==> src/design/pcm_pkg.sv <==
// Shared types, constants and channel arithmetic for the pixel color math compositor.
`default_nettype none
package pcm_pkg;

    localparam int COLOR_W = 15;
    localparam int CHAN_W  = 5;
    localparam int SRC_W   = 3;
    localparam int BRIGHT_W = 4;
    localparam int MASK_W  = 7;

    localparam logic [SRC_W-1:0] NO_MATH_SOURCE  = 3'd5;
    localparam logic [SRC_W-1:0] BACKDROP_SOURCE = 3'd6;
    localparam logic [SRC_W-1:0] UNUSED_SOURCE   = 3'd7;

    localparam logic [2:0] REG_SUBTRACT_MODE = 3'd0;
    localparam logic [2:0] REG_USE_SUBSCREEN = 3'd1;
    localparam logic [2:0] REG_HALVE_ENABLE  = 3'd2;
    localparam logic [2:0] REG_MATH_MASK     = 3'd3;
    localparam logic [2:0] REG_FIXED_COLOR   = 3'd4;
    localparam logic [2:0] REG_BRIGHTNESS    = 3'd5;
    localparam logic [2:0] REG_HIRES_ENABLE  = 3'd6;

    typedef logic [COLOR_W-1:0] color_t;
    typedef logic [SRC_W-1:0]   source_t;

    typedef struct packed {
        logic                subtract_mode;
        logic                use_subscreen;
        logic                halve_enable;
        logic [MASK_W-1:0]   math_enable_mask;
        color_t              fixed_color;
        logic [BRIGHT_W-1:0] brightness;
        logic                hires_enable;
    } cfg_t;

    // 5-bit channel: halved or saturating add; clamped subtract, optionally halved.
    function automatic logic [CHAN_W-1:0] blend_channel(
        input logic [CHAN_W-1:0] x,
        input logic [CHAN_W-1:0] y,
        input logic              sub,
        input logic              halve
    );
        logic [CHAN_W:0]   wide;
        logic [CHAN_W-1:0] res;
        if (!sub) begin
            wide = {1'b0, x} + {1'b0, y};
            if (halve) begin
                res = wide[CHAN_W:1];
            end else begin
                res = wide[CHAN_W] ? {CHAN_W{1'b1}} : wide[CHAN_W-1:0];
            end
        end else begin
            wide = {1'b0, x} - {1'b0, y};
            res = wide[CHAN_W] ? {CHAN_W{1'b0}} : wide[CHAN_W-1:0];
            if (halve) begin
                res = {1'b0, res[CHAN_W-1:1]};
            end
        end
        return res;
    endfunction

endpackage
`default_nettype wire

==> src/design/pixel_color_math_compositor.sv <==
// Pixel color math compositor: input stage, two compose halves, result register, APB registers.
//
// Input beats arrive on the s_ stream: main and sub colors, their source layers and the
// two window bits. Each beat is captured in an input register; the color math runs in
// one combinational pass from there into the result register on the m_ stream.
// A result carries the RGB555 color and the current brightness; m_tlast marks the
// final result of an input pixel.
// An accepted input beat passes through the input register, then the result register.
// While the receiver keeps up, one input beat is taken every cycle. With hires enabled
// each input gives two result beats (sub half first, then main half), and the next
// input is taken only with the main half, as there is a single result register.
// When the receiver stalls, the result register holds its beat, the input register
// keeps one more pixel, and s_tready drops until the result register frees up.
// Registers sit on an APB port at byte address 4*index and must be written only while
// the block is idle; the block does not enforce this. Reset (aresetn low, synchronous)
// clears all registers to zero and empties both the input and result stages.
`default_nettype none
module pixel_color_math_compositor
    import pcm_pkg::*;
(
    input  wire logic        aclk,
    input  wire logic        aresetn,
    // APB configuration port
    input  wire logic        psel,
    input  wire logic        penable,
    input  wire logic        pwrite,
    input  wire logic [4:0]  paddr,
    input  wire logic [31:0] pwdata,
    output logic      [31:0] prdata,
    output logic             pready,
    // Input stream
    input  wire logic        s_tvalid,
    output logic             s_tready,
    // main_rgb[14:0], main_source[17:15], sub_rgb[32:18], sub_source[35:33],
    // window_main[36], window_sub[37], zero fill[39:38]
    input  wire logic [39:0] s_tdata,
    // Result stream
    output logic             m_tvalid,
    input  wire logic        m_tready,
    // pixel_color[14:0], pixel_brightness[18:15], zero fill[23:19]
    output logic      [23:0] m_tdata,
    output logic             m_tlast
);

    cfg_t    cfg_reg;
    logic    wr_en;
    logic [2:0] reg_idx;

    logic    in_valid_reg;
    color_t  in_main_rgb_reg;
    source_t in_main_src_reg;
    color_t  in_sub_rgb_reg;
    source_t in_sub_src_reg;
    logic    in_win_main_reg;
    logic    in_win_sub_reg;
    logic    phase_reg;

    logic    out_valid_reg;
    color_t  out_color_reg;
    logic [BRIGHT_W-1:0] out_bright_reg;
    logic    out_last_reg;

    color_t  sub_half;
    color_t  main_half;
    logic    out_free;
    logic    advance;
    logic    send_sub;
    logic    item_done;
    logic    s_take;

    // ---------------- configuration ----------------
    assign pready  = 1'b1;
    assign reg_idx = paddr[4:2];
    assign wr_en   = psel && penable && pwrite;

    always_ff @(posedge aclk) begin
        if (!aresetn) begin
            cfg_reg <= '0;
        end else if (wr_en) begin
            unique case (reg_idx)
                REG_SUBTRACT_MODE: cfg_reg.subtract_mode    <= pwdata[0];
                REG_USE_SUBSCREEN: cfg_reg.use_subscreen    <= pwdata[0];
                REG_HALVE_ENABLE:  cfg_reg.halve_enable     <= pwdata[0];
                REG_MATH_MASK:     cfg_reg.math_enable_mask <= pwdata[MASK_W-1:0];
                REG_FIXED_COLOR:   cfg_reg.fixed_color      <= pwdata[COLOR_W-1:0];
                REG_BRIGHTNESS:    cfg_reg.brightness       <= pwdata[BRIGHT_W-1:0];
                REG_HIRES_ENABLE:  cfg_reg.hires_enable     <= pwdata[0];
                default: ;
            endcase
        end
    end

    always_comb begin
        unique case (reg_idx)
            REG_SUBTRACT_MODE: prdata = {31'd0, cfg_reg.subtract_mode};
            REG_USE_SUBSCREEN: prdata = {31'd0, cfg_reg.use_subscreen};
            REG_HALVE_ENABLE:  prdata = {31'd0, cfg_reg.halve_enable};
            REG_MATH_MASK:     prdata = {25'd0, cfg_reg.math_enable_mask};
            REG_FIXED_COLOR:   prdata = {17'd0, cfg_reg.fixed_color};
            REG_BRIGHTNESS:    prdata = {28'd0, cfg_reg.brightness};
            REG_HIRES_ENABLE:  prdata = {31'd0, cfg_reg.hires_enable};
            default:           prdata = 32'd0;
        endcase
    end

    // ---------------- datapath ----------------
    pcm_compose u_sub_half (
        .cfg          (cfg_reg),
        .first_color  (in_sub_rgb_reg),
        .first_src    (in_sub_src_reg),
        .second_color (in_main_rgb_reg),
        .second_src   (in_main_src_reg),
        .win_main     (in_win_main_reg),
        .win_sub      (in_win_sub_reg),
        .result       (sub_half)
    );

    pcm_compose u_main_half (
        .cfg          (cfg_reg),
        .first_color  (in_main_rgb_reg),
        .first_src    (in_main_src_reg),
        .second_color (in_sub_rgb_reg),
        .second_src   (in_sub_src_reg),
        .win_main     (in_win_main_reg),
        .win_sub      (in_win_sub_reg),
        .result       (main_half)
    );

    assign out_free  = !out_valid_reg || m_tready;
    assign advance   = in_valid_reg && out_free;
    // In hires mode the first beat of a pixel is the sub half.
    assign send_sub  = cfg_reg.hires_enable && !phase_reg;
    assign item_done = advance && !send_sub;
    assign s_tready  = !in_valid_reg || item_done;
    assign s_take    = s_tvalid && s_tready;

    always_ff @(posedge aclk) begin
        if (!aresetn) begin
            in_valid_reg <= 1'b0;
            phase_reg    <= 1'b0;
        end else begin
            if (s_take) begin
                in_valid_reg <= 1'b1;
            end else if (item_done) begin
                in_valid_reg <= 1'b0;
            end
            if (item_done) begin
                phase_reg <= 1'b0;
            end else if (advance) begin
                phase_reg <= 1'b1;
            end
        end
    end

    always_ff @(posedge aclk) begin
        if (s_take) begin
            in_main_rgb_reg <= s_tdata[14:0];
            in_main_src_reg <= s_tdata[17:15];
            in_sub_rgb_reg  <= s_tdata[32:18];
            in_sub_src_reg  <= s_tdata[35:33];
            in_win_main_reg <= s_tdata[36];
            in_win_sub_reg  <= s_tdata[37];
        end
    end

    always_ff @(posedge aclk) begin
        if (!aresetn) begin
            out_valid_reg <= 1'b0;
        end else if (out_free) begin
            out_valid_reg <= in_valid_reg;
        end
    end

    always_ff @(posedge aclk) begin
        if (advance) begin
            out_color_reg  <= send_sub ? sub_half : main_half;
            out_bright_reg <= cfg_reg.brightness;
            out_last_reg   <= !send_sub;
        end
    end

    assign m_tvalid = out_valid_reg;
    assign m_tdata  = {5'd0, out_bright_reg, out_color_reg};
    assign m_tlast  = out_last_reg;

endmodule
`default_nettype wire

==> src/design/pcm_compose.sv <==
// Color math for one output half: window gating, math enable, halving and blend.
`default_nettype none
module pcm_compose
    import pcm_pkg::*;
(
    input  wire cfg_t    cfg,
    input  wire color_t  first_color,
    input  wire source_t first_src,
    input  wire color_t  second_color,
    input  wire source_t second_src,
    input  wire logic    win_main,
    input  wire logic    win_sub,
    output color_t       result
);

    color_t          first_eff;
    color_t          operand;
    logic [SRC_W:0]  unused_guard;
    logic [7:0]      mask_ext;
    logic            math_on;
    logic            halve;
    color_t          blended;

    assign mask_ext     = {1'b0, cfg.math_enable_mask};
    assign unused_guard = {1'b0, first_src};
    assign first_eff    = win_main ? first_color : '0;
    assign operand      = cfg.use_subscreen ? second_color : cfg.fixed_color;

    assign math_on = (first_src != NO_MATH_SOURCE) && (first_src != UNUSED_SOURCE)
                     && mask_ext[first_src] && win_sub && !unused_guard[SRC_W];

    // With the fixed color as operand halving is allowed; a subscreen backdrop operand blocks it.
    assign halve = cfg.halve_enable && win_main
                   && (!cfg.use_subscreen || (second_src != BACKDROP_SOURCE));

    always_comb begin
        for (int c = 0; c < 3; c++) begin
            blended[c*CHAN_W +: CHAN_W] = blend_channel(first_eff[c*CHAN_W +: CHAN_W],
                                                        operand[c*CHAN_W +: CHAN_W],
                                                        cfg.subtract_mode, halve);
        end
    end

    always_comb begin
        if (!win_main && !win_sub) begin
            result = '0;
        end else if (!math_on) begin
            result = first_eff;
        end else begin
            result = blended;
        end
    end

endmodule
`default_nettype wire
==> config.mk <==
export PLATFORM = sky130hd
export DESIGN_NAME = pixel_color_math_compositor
export DESIGN_NICKNAME = d
export VERILOG_FILES = /design/src/design/pcm_pkg.sv /design/src/design/pixel_color_math_compositor.sv /design/src/design/pcm_compose.sv
export SDC_FILE = /design/constraint.sdc
export NUM_CORES = 1
export LEC_CHECK = 0
export ABC_CLOCK_PERIOD_IN_PS = 6750
export BUFFER_PORTS_ARGS = -buffer_cell sky130_fd_sc_hd__buf_4
export CORE_ASPECT_RATIO = 0.75
export CORE_UTILIZATION = 62
export DETAILED_ROUTE_END_ITERATION = 10
export PLACE_DENSITY = 0.87
export SLEW_MARGIN = 40
export SYNTH_ARGS = -nofsm -noshare
export SYNTH_HDL_FRONTEND = slang
export SYNTH_SLANG_ARGS = --single-unit
export TNS_END_PERCENT = 30
==> constraint.sdc <==
create_clock -name aclk -period 6.75 [get_ports aclk]
set_clock_uncertainty 0.05 [all_clocks]
set_input_delay 1.0125 -clock aclk [delete_from_list [all_inputs] [get_ports aclk]]
set_output_delay 1.0125 -clock aclk [all_outputs]
set_load 0.01 [all_outputs]
==> impl_results.md <==
* Run status: complete, no violations
* FF+latch count, synth at 91
* Period utilization at 60.3%
* DRT iter0 DRCs at 889
* Chip width at about 130 um
* Die Ht at 101 um
* Max FFs per register at 30
* Fraction of registers with async set/reset at 0%
* Hold Slack at about 0.42 ns
* Netlist Area Pre-Place at 8120 sq um
* Gp weighted congestion at 1.00
* Vias per Instance at 6.37
* Initial core utilization at 64.9%
* Peak VDD IR at 0.138 mV
* Ys Warns at 0
* Peak per-stage delay on the critical path at between 0.6 and 0.7 ns
* Clock sink total at 91
* Vias in the first global route at approximately 6600
* Max Clk Rate at 246 MHz
* Mapped Cells at 914
* # H-tree levels at 3
* # fillers at a little over 900
* Ant. Diodes at 0
* Storage cell area at roughly 2400 sq um
* Netlist cell types at between 80 and 90
* P&R area growth vs syn at 11.9%
* TritonCTS clock tree: built
* Cell Chain, Critical Path: buf_4 > nor2b_1 > a21oi_1 > inv_1 > fa_1 > nor3b_1 > a211oi_1 > xnor2_1 > o221ai_1 > a31oi_1 > o32ai_1
* Fin. Hold Viols at 0
* Die area at between 10000 and 15000 sq um
* Worst path arrival time at 4.13 ns
* Slew Viols, Final at 0
* Total GRT Usage at between 30% and 40%
* CTS Hold Buffers Added at 0
* Yosys top cell by area: edfxtp_1
* RSZ-0062 raised after global routing: no
* # placed instances at 1130
* Worst path slowest cell: dfxtp_1
* Worst rel slew slack at 47.0%
* Crit path max fanout at 34
* Largest net degree at the start of global routing at 46
* Max-Cap Viols at 0
* Clk slew on worst S/H paths at roughly 0.070 ns
* Clock tree buffer depth at 2
* Tmin final at 4.07 ns
* DR pass1 iterations at 6
* Number of port buffers at just under 100
* CP delay by family, top: compound AO/OA/AOI/OAI gates
* Lkg Pwr at 3.99 nW
* Top post-synthesis cells by area: edfxtp_1 21%, ha_1 9.2%, dfxtp_1 8.1%
* Postcts setup bufs at 0
* CP Capture Type: flip-flop
* Core area at 12500 sq um
* CP Launch Type: flip-flop
* Global route overflow at 0
* HPWL Detailed at 16100 um
* TritonCTS buffer count at 9
* Ports at 144
* DR vias at 7296
* Area share of the largest cell type after synthesis at 21.4%
* Drt drc at 0
* Sequential-to-total area share from yosys stat at 29.6%
* Syn Area/Cell at 8.89 sq um
* Share of layout cells above drive strength 1 at ~15%
* Layout Cells excl Fill at 1146
* Hold crit path type: reg -> reg
* Area of the multi-input gates at slightly above 5000 sq um
* Power per cell area at 152 nW/um^2
* Worst Path Class, Setup: reg -> reg
* Final ANT Viol Nets at 0
* EDFF count, synth at just under 60
* Clk_lat worst skew at 0.36 ns
* Clock Tree Root: clkbuf_16
* Top_reg_cell synth: edfxtp_1
* Total Neg Setup Slack at 0 ns
* Data required, critical path at ~6.8 ns
* Initial antenna violation count at 0
* Worst-Margin Slew at around 0.8 ns
* Post-cts resize count at 0
* Crit path buf inv count at 2
* Final setup viols at 0
* Global-route wire length before repair at roughly 34000 um
* WL/cell at 18.8 um
* Total Wirelength at around 22000 um
* Row Count at 35
* Final layout net count at 1131
## power by group
group | switching, mW | internal, mW
registers | 0.0136 | 0.616
logic | 0.144 | 0.110
clock network | 0.239 | 0.259
total | 0.397 | 0.984
## cell type report
class,count,area share [%]
repair buffers,105,8.76
clock buffers,10,2.52
flip-flops and latches,91,26.4
clock inverters,6,0.578
well taps,166,2.29
inverters,61,2.52
multi-input cells,707,56.9
## per-stage QoR
stage	total power, mW	setup slack (ns)	utilization (%)	area (sq um)
global placement	0.879	3.03	70.1	8780
floorplan	0.812	3.51	-	8200
detailed placement	0.886	2.85	70.3	8810
CTS	1.38	2.83	72.6	9090
global route	1.43	2.52	72.6	9090
finish	1.38	2.68	72.6	9090
## Yosys cell counts (7+ instances only)
cell,number
dfxtp_1,33
clkbuf_1,32
nand2_1,79
o32ai_1,8
nor2b_1,53
buf_4,26
nand3_1,8
a211oi_1,15
nor3b_1,16
o21a_1,7
a21oi_1,58
xor2_1,11
nor4_1,8
a21o_1,8
and2_1,40
a21boi_0,17
xnor2_1,20
o221ai_1,10
nand2b_1,10
a22o_1,7
o31ai_1,12
mux2i_1,31
o21ai_0,21
nor2_1,38
edfxtp_1,58
inv_1,60
ha_1,60
buf_2,12
fa_1,12
nor3_1,18
## path summary, 6_finish.rpt
path,slack [ns],cells past startpoint,to,startpoint
setup / recovery,2.68,11,out_color_reg[9],cfg_reg[28]
hold / removal,0.42,0,out_bright_reg[2],cfg_reg[3]
setup reg to reg,2.68,11,out_color_reg[9],cfg_reg[28]
hold reg to reg,0.42,0,out_bright_reg[2],cfg_reg[3]
## cell usage in the layout (no fill, tap or decap), types with 17 or more instances in the layout
cell	instances
ha_1	60
a21oi_1	58
edfxtp_1	58
nor3_1	18
dfxtp_1	33
nor2_1	37
conb_1	23
nor2b_1	52
and2_1	39
nand2_1	79
o21ai_0	21
xnor2_1	20
mux2i_1	31
buf_4	104
inv_1	59
a21boi_0	17
## cells by family (layout without fill, tap and decap cells)
| kind of cell | Yosys count | after routing | share of synthesized area, % |
|---|---|---|---|
| simple gates | 311 | 311 | 20.9 |
| other cells | 2 | 23 | 0.0925 |
| fa+ha+maj | 72 | 72 | 12.2 |
| compound gates | 231 | 231 | 20.6 |
| mux | 39 | 39 | 5.41 |
| flops | 91 | 91 | 29.6 |
| xor+xnor | 31 | 31 | 3.34 |
| buf+inv | 137 | 182 | 7.90 |
## layer usage
metal  routed length [um]  track usage, %
met1                 9620            46.1
met2                 8910            47.6
met3                 2650            8.75
met4                  352            7.95
met5                    0               0
Note: power is estimated with default switching activity, not from simulation.
